### config.mk
export PLATFORM = sky130hd
export DESIGN_NAME = smbg_cfg
export DESIGN_NICKNAME = d
export VERILOG_FILES = /design/src/hw/rtl/smbg_pkg.sv /design/src/hw/rtl/smbg_cfg.sv
export SDC_FILE = /design/constraint.sdc
export NUM_CORES = 1
export LEC_CHECK = 0
export BUFFER_PORTS_ARGS = -buffer_cell sky130_fd_sc_hd__buf_2
export CAP_MARGIN = 25
export CORE_MARGIN = 5
export CORE_UTILIZATION = 30
export DETAILED_ROUTE_END_ITERATION = 16
export PLACE_DENSITY = 0.45
export SETUP_SLACK_MARGIN = 0.4
export SLEW_MARGIN = 25
export SYNTH_ARGS = -nofsm -noshare
export SYNTH_HDL_FRONTEND = slang
export SYNTH_SLANG_ARGS = --single-unit
### constraint.sdc
create_clock -name i_clk -period 4.9 [get_ports i_clk]
set_input_delay 0.98 -clock i_clk [delete_from_list [all_inputs] [get_ports i_clk]]
set_output_delay 0.98 -clock i_clk [all_outputs]
set_load 0.005 [all_outputs]
### src/hw/rtl/smbg_pkg.sv
// ----------------------------------------------------------------------------
// smbg_pkg
// Types, register indexes and codes shared by the box mesh generator.
// ----------------------------------------------------------------------------
package smbg_pkg;

    localparam int MAX_GRID = 256;
    localparam int GW       = 9;
    localparam int IW       = 19;
    localparam int QW       = 17;
    localparam int DIV_STEPS = 17;
    localparam int DIV_PER_STG = 3;

    localparam logic [2:0] CFG_BOX_W  = 3'd0;
    localparam logic [2:0] CFG_BOX_H  = 3'd1;
    localparam logic [2:0] CFG_BOX_D  = 3'd2;
    localparam logic [2:0] CFG_GRID_X = 3'd3;
    localparam logic [2:0] CFG_GRID_Y = 3'd4;
    localparam logic [2:0] CFG_GRID_Z = 3'd5;

    localparam logic CMD_VERTEX = 1'b0;
    localparam logic CMD_CELL   = 1'b1;

    localparam logic [2:0] FACE_PZ = 3'd0;
    localparam logic [2:0] FACE_PX = 3'd1;
    localparam logic [2:0] FACE_NX = 3'd2;
    localparam logic [2:0] FACE_NZ = 3'd3;
    localparam logic [2:0] FACE_NY = 3'd4;
    localparam logic [2:0] FACE_PY = 3'd5;

    typedef struct packed {
        logic [15:0]   box_w;
        logic [15:0]   box_h;
        logic [15:0]   box_d;
        logic [GW-1:0] gx;
        logic [GW-1:0] gy;
        logic [GW-1:0] gz;
        logic [IW-1:0] base1;
        logic [IW-1:0] base2;
        logic [IW-1:0] base3;
        logic [IW-1:0] base4;
        logic [IW-1:0] base5;
    } t_cfg;

    typedef struct packed {
        logic          cmd;
        logic [2:0]    face;
        logic [7:0]    row;
        logic [7:0]    col;
        logic          bad;
        logic [GW-1:0] ncols;
        logic [GW-1:0] du;
        logic [GW-1:0] dv;
        logic [GW-1:0] ru;
        logic [GW-1:0] rv;
        logic [QW-1:0] qu;
        logic [QW-1:0] qv;
        logic [IW-1:0] p00;
        logic [IW-1:0] p10;
        logic [16:0]   luw;
        logic [16:0]   lud;
        logic [16:0]   lvh;
        logic [16:0]   lvd;
        logic [15:0]   px;
        logic [15:0]   py;
        logic [15:0]   pz;
    } t_stage;

endpackage

### src/hw/rtl/smbg_cfg.sv
// ----------------------------------------------------------------------------
// smbg_cfg
// Configuration registers, clamped grid sizes and registered face index bases.
// ----------------------------------------------------------------------------
module smbg_cfg
    import smbg_pkg::*;
(
    input  logic        i_clk,
    input  logic        i_rst_n,
    input  logic        i_we,
    input  logic [2:0]  i_idx,
    input  logic [15:0] i_data,
    output t_cfg        o_cfg
);

    logic [15:0]   r_w, r_h, r_d;
    logic [GW-1:0] r_gx, r_gy, r_gz;
    logic [GW-1:0] n_gx, n_gy, n_gz;
    logic [IW-1:0] r_gxy, r_gzy, r_gxz;
    logic [IW-1:0] r_b1, r_b2, r_b3, r_b4, r_b5;

    function automatic logic [GW-1:0] f_clamp(logic [GW-1:0] g);
        if (g < GW'(2)) begin
            return GW'(2);
        end else if (g > GW'(MAX_GRID)) begin
            return GW'(MAX_GRID);
        end
        return g;
    endfunction

    always_ff @(posedge i_clk) begin
        if (!i_rst_n) begin
            r_w  <= 16'd256;
            r_h  <= 16'd256;
            r_d  <= 16'd256;
            r_gx <= GW'(2);
            r_gy <= GW'(2);
            r_gz <= GW'(2);
        end else if (i_we) begin
            unique case (i_idx)
                CFG_BOX_W:  r_w  <= i_data;
                CFG_BOX_H:  r_h  <= i_data;
                CFG_BOX_D:  r_d  <= i_data;
                CFG_GRID_X: r_gx <= i_data[GW-1:0];
                CFG_GRID_Y: r_gy <= i_data[GW-1:0];
                CFG_GRID_Z: r_gz <= i_data[GW-1:0];
                default: ;
            endcase
        end
    end

    always_comb begin
        n_gx = f_clamp(r_gx);
        n_gy = f_clamp(r_gy);
        n_gz = f_clamp(r_gz);
    end

    always_ff @(posedge i_clk) begin
        r_gxy <= IW'(n_gx) * IW'(n_gy);
        r_gzy <= IW'(n_gz) * IW'(n_gy);
        r_gxz <= IW'(n_gx) * IW'(n_gz);
        r_b1  <= r_gxy;
        r_b2  <= r_gxy + r_gzy;
        r_b3  <= r_gxy + {r_gzy[IW-2:0], 1'b0};
        r_b4  <= {r_gxy[IW-2:0], 1'b0} + {r_gzy[IW-2:0], 1'b0};
        r_b5  <= {r_gxy[IW-2:0], 1'b0} + {r_gzy[IW-2:0], 1'b0} + r_gxz;
    end

    assign o_cfg = '{box_w: r_w, box_h: r_h, box_d: r_d, gx: n_gx, gy: n_gy, gz: n_gz,
                     base1: r_b1, base2: r_b2, base3: r_b3, base4: r_b4, base5: r_b5};

endmodule

* Word-level counts from Yosys, hierarchy flattened *
Index checks and enable logic that the tools add are counted.

word-level totals
  flip-flop bits (word level) = 223
  bits of input ports = 22
  word-level logic and storage cells = 54

operators by class
  $add $sub $neg = 4
  multiply operators = 3
  $lt $le $gt $ge = 6
  equal/unequal tests = 5
  mux-type cells = 15
  reduce and logical (&&, ||, !) cells = 7

operator list
  operator                                                     number
  two-way mux 9 bit                                            9
  multiplier 9 x 9 -> 18 bit                                   3
  greater-than comparator 9 bit (second input constant)        3
  less-than comparator 9 x 2 -> 1 bit (second input constant)  3
  adder 18 x 18 -> 19 bit                                      1
  adder 18 x 19 -> 19 bit                                      1
  adder 19 x 18 -> 19 bit                                      1
  adder 19 bit                                                 1
  AND reduction 2 bit                                          6
  equality test 3 x 2 -> 1 bit (second input constant)         2
  equality test 3 bit (second input constant)                  2
  two-way mux 1 bit                                            6
  equality test 3 x 1 -> 1 bit (second input constant)         1
  zero test 3 bit                                              1

* Depth between registers and ports, before layout *
Gate-level depths: netlist (run 1).

  depth in word-level cells = 5
  gate-level depth with buffers = 27
  mapped depth without buffers = 26

* Worst setup path after synthesis (run 1) *
Ideal clock, no wire load.

  path type = flip-flop to flip-flop
  start = register r_gy[4]
  end = register r_gxy[16]
  setup time = 123 ps
  arrival time = 5264 ps
  data required time = 4777 ps
  setup slack = -487 ps
  stages on the path, launching flop included = 25
  path buffers = 1
  period minus slack after synthesis = 5387 ps
  path through = dfxtp_1 nor4_1 nand2_1 nor2_1 nand3b_1 o21ai_0 nand2_1 inv_1 buf_1 nand2_1 fa_1 inv_1 fa_1 inv_1 fa_1 fa_1 inv_1 ha_1 o21a_1 o21ai_0 nand2b_1 a31o_2 a2111oi_0 o21bai_1 xor2_1

RTL lines
  element                   RTL line        text
  start: declaration        smbg_cfg.sv:17  logic [GW-1:0] r_gx, r_gy, r_gz;
  start signal: assignment  smbg_cfg.sv:45  CFG_GRID_Y: r_gy <= i_data[GW-1:0];
  end signal: assignment    smbg_cfg.sv:59  r_gxy <= IW'(n_gx) * IW'(n_gy);
  end: declaration          smbg_cfg.sv:19  logic [IW-1:0] r_gxy, r_gzy, r_gxz;

* Worst setup path after layout (run 1) *
  start = register r_gx[5]
  end = register r_gxy[14]

between the ends
  word-level cells in the longest chain between the ends = 5

ends and longest elaborated chain
  element                        RTL line        text
  start: declaration             smbg_cfg.sv:17
  start signal: assignment       smbg_cfg.sv:44  CFG_GRID_X: r_gx <= i_data[GW-1:0];
  greater-than comparator 9 bit  smbg_cfg.sv:25  end else if (g > GW'(MAX_GRID)) begin
  two-way mux 1 bit              smbg_cfg.sv:25
  two-way mux 1 bit              smbg_cfg.sv:23  if (g < GW'(2)) begin
  two-way mux 9 bit *            smbg_cfg.sv:28  return g;
  multiplier 9 x 9 -> 18 bit *   smbg_cfg.sv:59

Mark *: on every way between the ends. The rest lies on a longest branch, timed or not.
A chain may end at the register's enable or synchronous reset.

==> impl_metrics.yaml, run 1 <==
pwr:
  peakVddDrop_mv: 0.2154
  power_switching_mw: 1.049
  swShare: 0.2548
  p_total_mw: 4.118
  p_comb_frac: 0.119
  p_seq_frac: 0.424
  p_leak_nw: 10.55
  p_clk_frac: 0.457
  powerDensity_mw_per_mm2: 197.2
  p_int_mw: 3.069
layout:
  n_fill_cell: 5156
  fin_nets: 2483
  drive_gt1_frac: 0.3145
  final_common_cell: "nand2_1"
  layout_common_cells: "nand2_1, inv_1, dfxtp_1"
  multi_input_area_mm2: 0.01107
  diodes: 0
  area_growth_pct: 35.21
  final_util: 0.4078
  ff_latch_area_mm2: 0.004070
synthesis:
  synthMuxAreaShare: 0
  synth.ff_latch_count: 203
  synth_xor_area_frac: 0.04594
  syn_inst: 1769
  syn_area_per_cell_um2: 8.729
  synth_fa_ha_area_frac: 0.3328
  syn-cell-area_mm2: 0.01544
  ys_seq_area_frac: 0.2632
  yosys_warnings: 0
  synth-compound-area-share: 0.1134
  yosys.area_share.simple: 0.1557
  synth_top_family_by_area: "adder cells"
  yosys.cell_types.count: 54
  synth_edf_count: 0
  async_flop_share: 0
  synth_flop_cell: "dfxtp_1"
critical_path:
  critPathLaunch: "r_gx[5]$_SDFFE_PN0P_"
  endpoint_kind: "flop"
  rrSetupSlack_ns: -0.23
  path_class: "reg2reg"
  cp_max_fo: 6
  required_ns: 5.36
  start_kind: "flop"
  timing.rr.start: "r_gx[5]$_SDFFE_PN0P_"
  worstPathArrival_ns: 5.59
outcome:
  violations: "negative setup slack"
  status: "finished with violations"
clock_tree:
  hold_buffers: 0
  cts_tree: "built"
  clk_latency_ns: 0.57
  ctsRootBufferMaster: "clkbuf_16"
  htreeDepth: 1
  ctsLongestPathBuffers: 3
  cts.sinks: 203
  cts_buffers: 26
  clk_pin_slew_ns: 0.06
drt:
  postRouteAntennaNets: 0
  wl_um: 47320
  vias: 12820
  drc: 0
  drt_first_pass_iters: 5
  drt_iter0_markers: 516
  post_drt_via_cell_ratio: 4.516
  wire_per_inst_um: 16.67
timing:
  report.final.slew_viol_count: 0
  fin_tns_setup_ns: -2.085
  worst_slack_ns: -0.2314
  relSlewSlack: 0.5074
  rsz0062_at_grt: "yes"
  period_needed_ns: 5.131
  hold_violations: 0
  clock_skew_ns: 0.04057
  max_freq_ghz: 0.1949
  fin_crit_sh: 1.047
  worstMarginPinSlew_ns: 0.7381
  hold_slack_ns: 0.3260
  final-setup-viol-count: 15
floorplan:
  row_count: 83
  die-area_mm2: 0.05611
  initial_core_util: 0.3016
  ioPinCount: 192
  coreArea_mm2: 0.05120
  die_h_um: 236.9
  dieWidth_um: 236.9
global_route:
  grt_pass1_wl_um: 73840
  grt_max_degree: 76
  overflow: 0
  grt_pass1_vias: 13220
  antenna_found_initial: 0
  track_usage: 0.1642
placed_design:
  place.detailed.hpwl_um: 37910
  dpl_worst_slack_ns: -0.3676
  portBuffers: 189
  gp_congestion: 0.8643
flow_run:
  maxCapViolCount: 0
hold_path:
  hold_path.class: "reg2reg"
  min-delay-start: "r_gxz[0]$_DFF_P_"
[cells in the mapped netlist, drive strengths merged (4+ instances only)]
cell	number	area, um2
ha	166	2077
dfxtp	203	4064
fa	153	3063
clkbuf	51	191.4
nand2	284	1066
nor2	156	585.6
a2111oi	4	53.81
nand3	16	80.08
nand4	4	25.02
a21oi	62	314.1
a21boi	70	525.5
o21a	16	120.1
o21bai	7	52.55
and3	32	200.2
nor2b	13	81.33
o21ai	42	221.5
a21o	27	202.7
clkinv	9	33.78
a211oi	4	30.03
nand2b	16	100.1
inv	261	979.7
a31o	5	43.79
xnor2	60	525.5
o211ai	6	45.04
xor2	21	183.9
nor3	6	30.03
a31oi	5	46.29
nor4	4	25.02
buf	23	165.2
and2	17	107.6
[cells by family after synthesis]
group,after synthesis
AOI/OAI and AO/OA,259
xor gates and xnor gates,81
adders and majority gates,319
buffers and inverters,344
DFF,203
other,1
and+or+nand+nor,562
[worst max-delay path, cell delays in order, from the launching register on]
cell and delay [ns]:
dfxtp_2 0.32, nor4_2 0.24, nand2_1 0.11, nor2_2 0.13, nand3b_1 0.13, o21ai_4 0.18
nand2_4 0.14, clkinv_4 0.09, buf_6 0.11, nand2_4 0.04, fa_1 0.51, inv_2 0.04
fa_1 0.50, ha_4 0.29, inv_2 0.03, fa_1 0.51, inv_2 0.05, ha_4 0.24
nor2b_4 0.12, o21a_1 0.18, o21ai_1 0.12, nand2b_1 0.11, a31o_4 0.25, buf_4 0.13
buf_6 0.11, a211oi_4 0.23, xnor2_1 0.09
[state kept, by name (all words and copies together) (netlist names)]
signal / count
r_d: 16
r_gxz: 18
r_w: 16
r_gy: 9
r_b2: 19
r_gzy: 18
r_b5: 19
r_gz: 9
r_h: 16
r_gx: 9
r_b3: 19
r_b1: 17
r_gxy: 18
[through the flow]
| stage | area, um2 | cells |
|---|---|---|
| after floorplan | 15930 | 1770 |
| after global placement | 18520 | 2725 |
| after detailed placement | 18530 | 2725 |
| after CTS | 20070 | 2801 |
| after global routing | 20880 | 2839 |
| final | 20880 | 2839 |
[power by group through the flow]
stage / combinational, mW / sequential (mW) / clock [mW]
6_report: 0.491 / 1.74 / 1.88
2_1_floorplan: 0.239 / 1.79 / 0
3_3_place_gp: 0.444 / 1.78 / 0
4_1_cts: 0.468 / 1.75 / 1.96
5_1_grt: 0.539 / 1.75 / 2.02
3_5_place_dp: 0.443 / 1.78 / 0
[final timing paths]
| check | to | cells past startpoint |
|---|---|---|
| worst max register to register | r_gxy[14]$_DFF_P_ | 26 |
| worst max-delay path | r_gxy[14]$_DFF_P_ | 26 |
| worst min register to register | r_b5[0]$_DFF_P_ | 0 |
| worst min-delay path | r_b5[0]$_DFF_P_ | 0 |
[routing by layer]
layer	global-route usage	vias up	part of all wire
met5	0	-	0
li1	-	6322	-
met4	0.04006	0	0.029
met2	0.2786	266	0.47
met3	0.03063	56	0.048
met1	0.2171	6177	0.45
[layout make-up]
type                            count  share of cell area
Clock buffer                       38             0.03668
Clock inverter                      7            0.003955
Inverter                          270             0.05118
Multi-Input combinational cell   1223              0.5304
Sequential cell                   203              0.1949
Tap cell                          680             0.04075
Timing Repair Buffer              418              0.1421
[what timing repair did]
item | 4_1_cts | 5_1_grt
pin swaps | 110 | 92
gates resized for setup | 109 | 107
buffers inserted | 31 | 37
endpoints found under the setup margin | 31 | 33
gates cloned | 0 | 1
(Power assumes the default switching activity.)
==> run 2: changes to the inputs <==
--- a/config.mk
+++ b/config.mk
@@ -10,7 +10,7 @@
 export CORE_MARGIN = 5
 export CORE_UTILIZATION = 30
 export DETAILED_ROUTE_END_ITERATION = 16
-export PLACE_DENSITY = 0.45
+export PLACE_DENSITY = 0.59
 export SETUP_SLACK_MARGIN = 0.4
 export SLEW_MARGIN = 25
 export SYNTH_ARGS = -nofsm -noshare
==> run 2 against run 1 <==
The run still ends with negative setup slack left. Clock power rose by 3%. Critical path type unchanged. Count of clock-buffer cells in the layout fell by 4. Combinational power fell by 4.3%. Cell count fell by 1.2%. Routed wire length fell by 6.7%. Sequential share of layout area rose by 0.40 points. Clock skew rose by 0.011 ns.
==> impl_metrics.yaml, run 2 (synthesis gave the netlist of run 1 again) <==
timing:
  rsz0062_at_grt: "yes"
  max_freq_ghz: 0.1985
  clock_skew_ns: 0.05173
  period_needed_ns: 5.038
  final-setup-viol-count: 13
  report.final.slew_viol_count: 0
  hold_violations: 0
  relSlewSlack: 0.5563
  fin_tns_setup_ns: -1.057
  fin_crit_sh: 1.028
  worstMarginPinSlew_ns: 0.6607
  worst_slack_ns: -0.1375
drt:
  post_drt_via_cell_ratio: 4.563
  postRouteAntennaNets: 0
  drt_first_pass_iters: 4
  drt_iter0_markers: 489
  wl_um: 44140
  vias: 12800
  wire_per_inst_um: 15.74
  drc: 0
hold_path:
  min_path_cells: 0
  min_to: "r_b5[0]$_DFF_P_"
  hold_path.class: "reg2reg"
  min-delay-start: "r_gxz[0]$_DFF_P_"
global_route:
  antenna_found_initial: 1
  grt_pass1_wl_um: 70010
  overflow: 0
  grt_max_degree: 76
  grt_pass1_vias: 13150
  track_usage: 0.1540
flow_run:
  maxCapViolCount: 0
layout:
  ff_latch_area_mm2: 0.004068
  fin_cells: 2804
  drive_gt1_frac: 0.2920
  layout_common_cells: "nand2_1, inv_1, dfxtp_1"
  fin_nets: 2447
  reg_top3: "r_b2 (19), r_b3 (19), r_b5 (19)"
  area_growth_pct: 32.43
  n_fill_cell: 5071
  multi_input_area_mm2: 0.01095
  final_common_cell: "nand2_1"
critical_path:
  cp_max_fo: 6
  cp_top_family: "adder cells"
  crit_chain: "nor4_2 -> nand2_1 -> nor2_2 -> nand3b_1 -> o21ai_4 -> buf_6 -> nand2_8 -> nor2_4 -> fa_1 -> fa_1 -> fa_1 -> inv_1 -> fa_1 -> inv_2 -> ha_4 -> o21a_1 -> o21a_1 -> nand4_1 -> a31oi_2 -> a21o_1 -> a21oi_2 -> xnor2_1"
  cp.buffers_inverters: 3
  reg2regPathDepth: 22
  timing.rr.start: "r_gx[5]$_SDFFE_PN0P_"
  timing.critical_path.mode_cell: "fa_1"
  cp_slowest_stage_delay_ns: 0.55
  path_class: "reg2reg"
  crit_slowest_cell: "fa_1"
  start_kind: "flop"
  endpoint_kind: "flop"
  required_ns: 5.36
  timing.rr.end: "r_gxy[17]$_DFF_P_"
  worstPathArrival_ns: 5.50
  rrSetupSlack_ns: -0.14
floorplan:
  die_h_um: 236.9
  row_count: 83
  initial_core_util: 0.3016
  dieWidth_um: 236.9
  coreArea_mm2: 0.05120
  die-area_mm2: 0.05611
  ioPinCount: 192
clock_tree:
  ctsLongestPathBuffers: 3
  clk_pin_slew_ns: 0.06
  ctsRootBufferMaster: "clkbuf_16"
  hold_buffers: 0
  cts_tree: "built"
  clk_latency_ns: 0.57
  htreeDepth: 1
  cts_buffers: 25
  cts.sinks: 203
outcome:
  status: "finished with violations"
  violations: "negative setup slack"
pwr:
  powerDensity_mw_per_mm2: 202.8
  peakVddDrop_mv: 0.2177
  p_leak_nw: 10.31
placed_design:
  gp_congestion: 0.8939
  portBuffers: 189
  place.detailed.hpwl_um: 35380
  dpl.cell_count: 2724
run 2: changes by cell type in the layout (fill, tap and decap cells not counted), moves of 4 or more:
| cell | previous run | this run |
|---|---|---|
| nor2_4 | 9 | 5 |
| inv_2 | 34 | 28 |
| nor2_1 | 126 | 130 |
| buf_4 | 184 | 165 |
| inv_1 | 221 | 226 |
| clkbuf_8 | 7 | 3 |
| nand2_4 | 17 | 12 |
| a21oi_2 | 19 | 15 |
| clkinv_4 | 8 | 4 |
| buf_6 | 31 | 18 |
run 2: area by class of cell:
cell class              count  share of cell area
inverters                 270             0.05335
flip-flops and latches    203              0.1989
clock inverters            10            0.008505
repair buffers            383              0.1285
diodes                      1           0.0001224
well taps                 680             0.04161
multi-input cells        1223              0.5353
clock buffers              34             0.03371
run 2: worst register-to-register path: stages (launching register included):
cell	delay, ns
dfxtp_2	0.32
nor4_2	0.26
nand2_1	0.12
nor2_2	0.11
nand3b_1	0.13
o21ai_4	0.17
buf_6	0.20
nand2_8	0.09
nor2_4	0.10
fa_1	0.45
fa_1	0.52
fa_1	0.55
inv_1	0.06
fa_1	0.54
inv_2	0.05
ha_4	0.26
o21a_1	0.11
o21a_1	0.19
nand4_1	0.19
a31oi_2	0.21
a21o_1	0.15
a21oi_2	0.06
xnor2_1	0.11
run 2: power breakdown:
part,leakage [nW],switching (mW),internal (mW)
combinational,8.25,0.264,0.206
sequential,1.65,0.0280,1.72
clock,0.416,0.732,1.20
total,10.3,1.02,3.12
run 2: metrics by stage:
stage                     setup WS [ns]    util  power (mW)  hold WS, ns  instance area [um2]
after floorplan                -0.01955       -       2.025       0.3096                15930
after CTS                       -0.1155  0.3906       4.202       0.3290                20000
after detailed placement        -0.4083  0.3626       2.219       0.3157                18570
final                           -0.1375  0.3994       4.147       0.3256                20450
after global routing            -0.4197  0.3994       4.351       0.3302                20450
after global placement          -0.2853  0.3626       2.213       0.3172                18570
run 2: metal layers:
metal  vias up  GRT usage  part of all wire
met1      6142     0.1994              0.44
met3        72    0.03517             0.064
met2       318     0.2579              0.47
met5         -          0                 0
li1       6263          -                 -
met4         0    0.04478             0.032
run 2: worst max-delay path by stage:
stage,startpoint,cells past startpoint,slack [ns],endpoint
floorplan,r_gy[5]$_SDFFE_PN0P_,24,-0.02,r_gxy[16]$_DFF_P_
global placement,r_gy[7]$_SDFFE_PN0P_,25,-0.29,r_gxy[17]$_DFF_P_
detailed placement,r_gy[7]$_SDFFE_PN0P_,25,-0.41,r_gxy[17]$_DFF_P_
CTS,r_gy[5]$_SDFFE_PN0P_,25,-0.12,r_gxy[16]$_DFF_P_
global route,r_gy[5]$_SDFFE_PN0P_,24,-0.42,r_gzy[15]$_DFF_P_
finish,r_gx[5]$_SDFFE_PN0P_,22,-0.14,r_gxy[17]$_DFF_P_
run 2: repair_timing:
action,CTS,global route
pin swaps,64,46
resized for setup,90,78
buffers inserted,23,9
cloned,1,2
endpoints found under the setup margin,29,33
endpoints found under the hold margin,0,0
==> run 3: changes to the inputs <==
--- a/config.mk
+++ b/config.mk
@@ -7,6 +7,7 @@
 export LEC_CHECK = 0
 export BUFFER_PORTS_ARGS = -buffer_cell sky130_fd_sc_hd__buf_2
 export CAP_MARGIN = 25
+export CORE_ASPECT_RATIO = 1.5
 export CORE_MARGIN = 5
 export CORE_UTILIZATION = 30
 export DETAILED_ROUTE_END_ITERATION = 16
==> run 3 against run 2 <==
The flow still finishes with violations (negative setup slack). Utilization grew 1.1 points. Cell count grew 0.57%. Non-clock buffer count up 29. Flip-flop and latch count is the same. First-iteration DRC count decreased by 19%. Count of clock-buffer cells in the layout down 1. Critical endpoint is now r_gxz[14]$_DFF_P_.
==> impl_metrics.yaml, run 3 (synthesis gave the netlist of run 1 again) <==
drt:
  wire_per_inst_um: 16.77
  post_drt_via_cell_ratio: 4.649
  drt_first_pass_iters: 5
  drt_iter0_markers: 397
  postRouteAntennaNets: 0
  wl_um: 47300
  vias: 13110
  drc: 0
global_route:
  overflow: 0
  grt_pass1_vias: 13830
  grt_max_degree: 76
  grt_pass1_wl_um: 73490
  track_usage: 0.1635
  antenna_found_initial: 2
outcome:
  status: "finished with violations"
  violations: "negative setup slack"
critical_path:
  cp_slowest_stage_delay_ns: 0.51
  timing.critical_path.mode_cell: "fa_1"
  worstPathArrival_ns: 5.50
  crit_slowest_cell: "fa_1"
  cp.buffers_inverters: 5
  start_kind: "flop"
  cp_top_family: "adder cells"
  cp_max_fo: 7
  required_ns: 5.36
  path_class: "reg2reg"
  crit_chain: "nor4_4 -> nand2_2 -> nor2_4 -> nand3b_1 -> o21ai_4 -> buf_6 -> nand2_8 -> clkinv_8 -> nand2_2 -> fa_1 -> inv_2 -> fa_1 -> inv_2 -> fa_1 -> fa_1 -> inv_2 -> ha_4 -> o21a_1 -> o21ai_1 -> nand2b_1 -> a31o_4 -> a41oi_2 -> nor2b_4 -> xnor2_2"
  endpoint_kind: "flop"
timing:
  clock_skew_ns: 0.01194
  max_freq_ghz: 0.1981
  hold_violations: 0
  period_needed_ns: 5.047
  worst_slack_ns: -0.1467
  final-setup-viol-count: 12
  worstMarginPinSlew_ns: 0.8811
  fin_crit_sh: 1.030
  report.final.slew_viol_count: 0
  rsz0062_at_grt: "yes"
  relSlewSlack: 0.4084
  hold_slack_ns: 0.3282
floorplan:
  die-area_mm2: 0.05621
  die_h_um: 287.9
  dieWidth_um: 195.2
  row_count: 101
  ioPinCount: 192
  coreArea_mm2: 0.05080
  initial_core_util: 0.3040
clock_tree:
  ctsLongestPathBuffers: 3
  cts_buffers: 23
  clk_latency_ns: 0.53
  ctsRootBufferMaster: "clkbuf_16"
  htreeDepth: 1
  cts.sinks: 203
  cts_tree: "built"
  hold_buffers: 0
  clk_pin_slew_ns: 0.07
placed_design:
  portBuffers: 189
  dpl_worst_slack_ns: -0.3694
  gp_congestion: 0.9296
  place.detailed.hpwl_um: 37830
layout:
  area_growth_pct: 34.90
  reg_top3: "r_b2 (19), r_b3 (19), r_b5 (19)"
  n_fill_cell: 5054
  layout_common_cells: "nand2_1, inv_1, dfxtp_1"
  ff_latch_area_mm2: 0.004071
  final_common_cell: "nand2_1"
  fin_nets: 2475
  multi_input_area_mm2: 0.01119
  drive_gt1_frac: 0.3302
flow_run:
  maxCapViolCount: 0
pwr:
  p_leak_nw: 10.49
  peakVddDrop_mv: 0.2118
  powerDensity_mw_per_mm2: 189.2
hold_path:
  hold_path.class: "reg2reg"
[run 3: cell count changes in the layout (fill, tap and decap cells not counted), sizes merged]
cell	before	now
clkinv	13	14
bufinv	4	1
clkbuf	36	33
buf	381	412
clkinvlp	2	3
[run 3: area by class of cell]
class	count	area share
sequential	203	0.1954
antenna	1	0.0001201
clock buffer	33	0.03231
multi-input combinational	1223	0.5374
timing repair buffer	412	0.1378
clock inverter	8	0.003484
inverter	270	0.05274
timing repair inverter	1	0.0005406
tap	669	0.04018
[run 3: through the flow]
step / instance area (um2) / total power [mW] / instances / utilization / setup TNS, ns
6_report: 20830 / 3.942 / 2820 / 0.4101 / -1.218
5_1_grt: 20830 / 4.111 / 2820 / 0.4101 / -5.463
4_1_cts: 20030 / 3.978 / 2788 / 0.3943 / -1.024
3_5_place_dp: 18510 / 2.223 / 2711 / 0.3644 / -3.253
3_3_place_gp: 18510 / 2.218 / 2711 / 0.3644 / -2.259
2_1_floorplan: 15930 / 2.025 / 1770 / - / -0.03341
[run 3: repair_timing]
item                       CTS  global route
resized for setup          133           148
buffers inserted            34            31
setup endpoints to repair   29            34
pin swaps                  120           112
gates cloned                 2             0
[run 3: final timing paths]
path                        startpoint           endpoint  slack [ns]  cells past startpoint
setup / recovery  r_gx[7]$_SDFFE_PN0P_  r_gxz[14]$_DFF_P_       -0.15                     24
hold / removal        r_gxz[0]$_DFF_P_    r_b5[0]$_DFF_P_        0.33                      0
setup reg to reg  r_gx[7]$_SDFFE_PN0P_  r_gxz[14]$_DFF_P_       -0.15                     24
hold reg to reg       r_gxz[0]$_DFF_P_    r_b5[0]$_DFF_P_        0.33                      0
[run 3: power breakdown]
group	internal (mW)	switching (mW)
registers	1.72	0.0278
clock network	1.00	0.704
logic	0.214	0.275
total	2.94	1.01
[run 3: metal layers]
layer / wire [um] / part of all wire / vias to the layer above / GRT usage
li1: - / - / 6307 / -
met2: 24540 / 0.52 / 336 / 0.3058
met1: 17210 / 0.36 / 6349 / 0.1715
met4: 3136 / 0.066 / 2 / 0.09570
met3: 2404 / 0.051 / 117 / 0.02634
met5: 7 / 0.00015 / - / 0
